==> config.mk <==
export PLATFORM = sky130hd
export DESIGN_NAME = cchash_ctrl
export DESIGN_NICKNAME = d
export VERILOG_FILES = /design/src/hdl/cchash_pkg.sv /design/src/hdl/cchash_ctrl.sv
export SDC_FILE = /design/constraint.sdc
export NUM_CORES = 1
export LEC_CHECK = 0
export BUFFER_PORTS_ARGS = -buffer_cell sky130_fd_sc_hd__buf_2
export CAP_MARGIN = 20
export CORE_MARGIN = 2
export CORE_UTILIZATION = 25
export DETAILED_ROUTE_END_ITERATION = 10
export PLACE_DENSITY_LB_ADDON = 0.2
export SLEW_MARGIN = 20
export SYNTH_ARGS = -nofsm -noshare
export SYNTH_HDL_FRONTEND = slang
export SYNTH_SLANG_ARGS = --single-unit
==> constraint.sdc <==
create_clock -name clk -period 2.9 [get_ports clk]
set_clock_uncertainty 0.15 [all_clocks]
set_input_delay 0.58 -clock clk [delete_from_list [all_inputs] [get_ports clk]]
set_output_delay 0.58 -clock clk [all_outputs]
set_load 0.02 [all_outputs]
==> src/hdl/cchash_pkg.sv <==
// cchash_pkg: status codes, coordinate limits and the command/status structs
// shared by the chunk coordinate hash table controller, datapath and top level.
// no dependencies.
`default_nettype none

package cchash_pkg;

	localparam int COORD_W  = 26;
	localparam int STATUS_W = 3;

	// result status codes
	localparam logic [STATUS_W-1:0] ST_FOUND     = 3'd0;
	localparam logic [STATUS_W-1:0] ST_INSERTED  = 3'd1;
	localparam logic [STATUS_W-1:0] ST_ABSENT    = 3'd2;
	localparam logic [STATUS_W-1:0] ST_POOL_FULL = 3'd3;
	localparam logic [STATUS_W-1:0] ST_RANGE     = 3'd4;

	// coordinates must lie strictly inside +/- this margin
	localparam logic signed [COORD_W-1:0] SAFE_MARGIN = 26'sd33554431;

	// source of the reported entry index
	localparam logic [1:0] SEL_ZERO = 2'd0;
	localparam logic [1:0] SEL_CUR  = 2'd1;
	localparam logic [1:0] SEL_NODE = 2'd2;

	typedef struct packed {
		logic                clr_wr;
		logic                load;
		logic                rd_head;
		logic                rd_link;
		logic                wr_claim_cur;
		logic                wr_link_cur;
		logic                wr_claim_node;
		logic                emit;
		logic [STATUS_W-1:0] code;
		logic [1:0]          idx_sel;
	} cchash_cmd_t;

	typedef struct packed {
		logic clr_last;
		logic range_ok;
		logic insert;
		logic hit;
		logic entry_valid;
		logic link_zero;
		logic pool_full;
	} cchash_sts_t;

endpackage

`default_nettype wire

==> src/hdl/cchash_ctrl.sv <==
// cchash_ctrl: state machine for the chunk coordinate hash table; clearing sweep,
// chain walk and insert sequencing. depends on cchash_pkg.
`default_nettype none

module cchash_ctrl (
	input  wire logic                    clk,
	input  wire logic                    arst_n,
	input  wire logic                    start,
	output logic                         busy,
	input  wire cchash_pkg::cchash_sts_t sts,
	output cchash_pkg::cchash_cmd_t      cmd
);

	import cchash_pkg::*;

	localparam logic [2:0] S_CLEAR = 3'd0;
	localparam logic [2:0] S_IDLE  = 3'd1;
	localparam logic [2:0] S_LOOK  = 3'd2;
	localparam logic [2:0] S_EVAL  = 3'd3;
	localparam logic [2:0] S_NODE  = 3'd4;

	logic [2:0] state_q;
	logic [2:0] state_d;

	assign busy = (state_q != S_IDLE);

	always_comb begin
		state_d = state_q;
		cmd     = '0;
		cmd.code    = ST_ABSENT;
		cmd.idx_sel = SEL_ZERO;
		case (state_q)
			S_CLEAR: begin
				cmd.clr_wr = 1'b1;
				if (sts.clr_last) begin
					state_d = S_IDLE;
				end
			end
			S_IDLE: begin
				if (start) begin
					cmd.load = 1'b1;
					state_d  = S_LOOK;
				end
			end
			S_LOOK: begin
				if (!sts.range_ok) begin
					cmd.emit = 1'b1;
					cmd.code = ST_RANGE;
					state_d  = S_IDLE;
				end else begin
					cmd.rd_head = 1'b1;
					state_d     = S_EVAL;
				end
			end
			S_EVAL: begin
				if (sts.hit) begin
					cmd.emit    = 1'b1;
					cmd.code    = ST_FOUND;
					cmd.idx_sel = SEL_CUR;
					state_d     = S_IDLE;
				end else if (sts.insert && !sts.entry_valid) begin
					cmd.wr_claim_cur = 1'b1;
					cmd.emit         = 1'b1;
					cmd.code         = ST_INSERTED;
					cmd.idx_sel      = SEL_CUR;
					state_d          = S_IDLE;
				end else if (sts.insert && sts.link_zero) begin
					if (sts.pool_full) begin
						cmd.emit = 1'b1;
						cmd.code = ST_POOL_FULL;
						state_d  = S_IDLE;
					end else begin
						// link the tail to a fresh pool node, claim it next cycle
						cmd.wr_link_cur = 1'b1;
						state_d         = S_NODE;
					end
				end else if (sts.link_zero) begin
					cmd.emit = 1'b1;
					cmd.code = ST_ABSENT;
					state_d  = S_IDLE;
				end else begin
					cmd.rd_link = 1'b1;
				end
			end
			S_NODE: begin
				cmd.wr_claim_node = 1'b1;
				cmd.emit          = 1'b1;
				cmd.code          = ST_INSERTED;
				cmd.idx_sel       = SEL_NODE;
				state_d           = S_IDLE;
			end
			default: begin
				state_d = S_IDLE;
			end
		endcase
	end

	always_ff @(posedge clk or negedge arst_n) begin
		if (!arst_n) begin
			state_q <= S_CLEAR;
		end else begin
			state_q <= state_d;
		end
	end

endmodule

`default_nettype wire

==> metrics.txt <==
CTS tree done; Inserted Clock Buffers 3; antenna violations before repair 0; clock share of power 0.183; Slew Limit Headroom 0.7263; Switching Share 0.4929; max reg flops 3; DIE HEIGHT 40.76 um; post-route cell area 478.0 um^2; Reg with most FFs state_q; PortBufs 23; GRT Util Overall 0.1141; WS Path Type reg -> out; Nets 77; DR vias 381; Netlist cell types 23; first-pass GRT wire length 1221 um; P_int 205.7 uW; Synth Area per Inst 8.240 um^2; sw power 200.0 uW; Ports 24; minimum clock period 2259 ps; drc violations 0; Final Non-Filler Cells 81; grt ovf 0; worst slew pin tran 410.5 ps; cell total after placement 76; Final Hold Fails 0; vias in the first global route 291; Cell Pwr Density 848.8 nW/um^2; MaxCap Viol Count 0; Starting Density 0.2629; max-slew violations 0; Sink Count 3; crit-path max FO 11; DRT iter0 DRCs 7; site row count 13; DPL Wire Length 650.9 um; Fmax 0.4426 GHz; Setup Viol. Count Final 0; area of the core 1285 um^2; GRT met3 Usage 0.02717; Mapped Cells 41; fin crit share 0.7790; RSZ-0062 raised after global routing no; Max Root-Sink Buffers 2; Power Total 405.7 uW; GRT met1 Usage 0.1443; busiest metal layer after global routing met2; Ys Warns 0; worst skew pair latency 240 ps; die area 1661 um^2; n_diodes 0; sequential cell fraction of total power 0.253; startpoint types flip-flop; combinational power share 0.565; Worst EP arrival 1530 ps; setup TNS 0 ps; Worst EP required 2170 ps; Die X 40.76 um; Max VDD drop 0.0002608 V; Clock Pin Slew Worst Setup and Hold Paths 40 ps; Via-to-Cell Ratio 4.704; status finished, final reports clean; CTS HTree Levels 1; GP Congestion 0.7229; drt wl/cell 10.15 um; sequential-to-total area share from yosys stat 0.2222; top flop regs state_q (3); total wire length 822 um; cell area after placement 441.7 um^2; commonest non-fill, non-tap cells in the layout buf_2 (23), nor2_1 (8), nand2_1 (4); Setup crit end kind output pin; FF+latch count, synth 3; layout cells sized above 1 0.4848; largest net degree at the start of global routing 12; final setup margin 640.8 ps; post-route ant nets 0; clk root buf clkbuf_4; synthesis-to-layout area growth 41.48%; commonest non-fill, non-tap cell in the layout buf_2; drt pass-1 iters 3; pre-CTS setup slack 769.0 ps; syn nets 51; Synth Cell Area 337.8 um^2; met2 GRT Util 0.1706; HP Class reg -> reg; Leakage 0.0002589 uW
[per-stage QoR]
step	util	hold slack, ps
after detailed placement	0.3437	227.7
after CTS	0.3720	432.7
final	0.3720	420.6
after global routing	0.3720	474.0
after floorplan	-	134.4
after global placement	0.3437	227.2
[critical path: stages, from the launching register on]
cell     delay (ps)
dfrtp_1         510
nor4b_2         370
or2_1           170
a21o_1           80
buf_2           150
[layer usage]
layer	wire length (um)	share of wire
met3	90	0.11
met5	0	0
met1	363	0.44
met2	347	0.42
met4	21	0.026
[cell type report]
| type | instances | area (um^2) |
|---|---|---|
| fill | 147 | 807.0 |
| inverter | 1 | 3.754 |
| sequential | 3 | 75.07 |
| clock buffer | 4 | 26.28 |
| timing repair buffer | 24 | 125.1 |
| multi-input combinational | 34 | 229.0 |
| tap | 15 | 18.77 |
[synth_stat cells]
| master | instances | area, um^2 |
|---|---|---|
| nand3_1 | 1 | 5.000 |
| a21oi_1 | 3 | 15.01 |
| o21bai_1 | 1 | 7.510 |
| and2_1 | 1 | 6.260 |
| nor3_1 | 2 | 10.01 |
| nor2_1 | 8 | 30.03 |
| buf_6 | 2 | 22.52 |
| a311oi_1 | 1 | 8.760 |
| buf_4 | 1 | 7.510 |
| nand2_1 | 4 | 15.01 |
| nor4b_2 | 1 | 15.01 |
| nand4_1 | 1 | 6.260 |
| inv_1 | 1 | 3.750 |
| and4bb_2 | 2 | 25.02 |
| and2_4 | 1 | 8.760 |
| a21o_1 | 2 | 15.01 |
| or2b_1 | 1 | 7.510 |
| nand3b_4 | 1 | 20.02 |
| nor3b_2 | 1 | 12.51 |
| dfrtp_1 | 3 | 75.07 |
| nand2b_1 | 1 | 6.260 |
| or2_1 | 1 | 6.260 |
| a31o_1 | 1 | 8.760 |
[power groups by stage]
stage          clock, uW  combinational, uW  sequential [uW]
2_1_floorplan          0                224             64.6
3_3_place_gp           0                232              104
3_5_place_dp           0                230              102
4_1_cts             77.9                232              101
5_1_grt             82.6                253              106
6_report            74.1                229              103
[path summary, 6_finish.rpt]
check	start	to	slack, ps	cells after the start
hold / removal	state_q[2]$_DFFE_PN0P_	state_q[1]$_DFFE_PN0P_	420	1
max in group asynchronous	arst_n	state_q[2]$_DFFE_PN0P_	1970	2
hold reg to reg	state_q[2]$_DFFE_PN0P_	state_q[1]$_DFFE_PN0P_	420	1
min in group asynchronous	arst_n	state_q[0]$_DFFE_PN0P_	520	2
setup reg to reg	state_q[0]$_DFFE_PN0P_	state_q[1]$_DFFE_PN0P_	1550	3
setup / recovery	state_q[0]$_DFFE_PN0P_	cmd[5]	640	4
[timing repair]
item | in CTS | in global routing
hold endpoints to repair | 3 | 0
endpoints found under the setup margin | 0 | 0
buffers inserted | 0 | 0
gates resized for setup | 0 | 0
hold buffers | 1 | 0
[logic make-up (layout without fill, tap and decap cells)]
logic type             Yosys count  in the layout  share of synthesized area
DFF                              3              3                     0.2222
buffers and inverters            4             29                    0.09999
AOI/OAI and AO/OA                8              8                     0.1630
and+or+nand+nor                 26             26                     0.5148
Note: power is estimated with default switching activity, not from simulation.
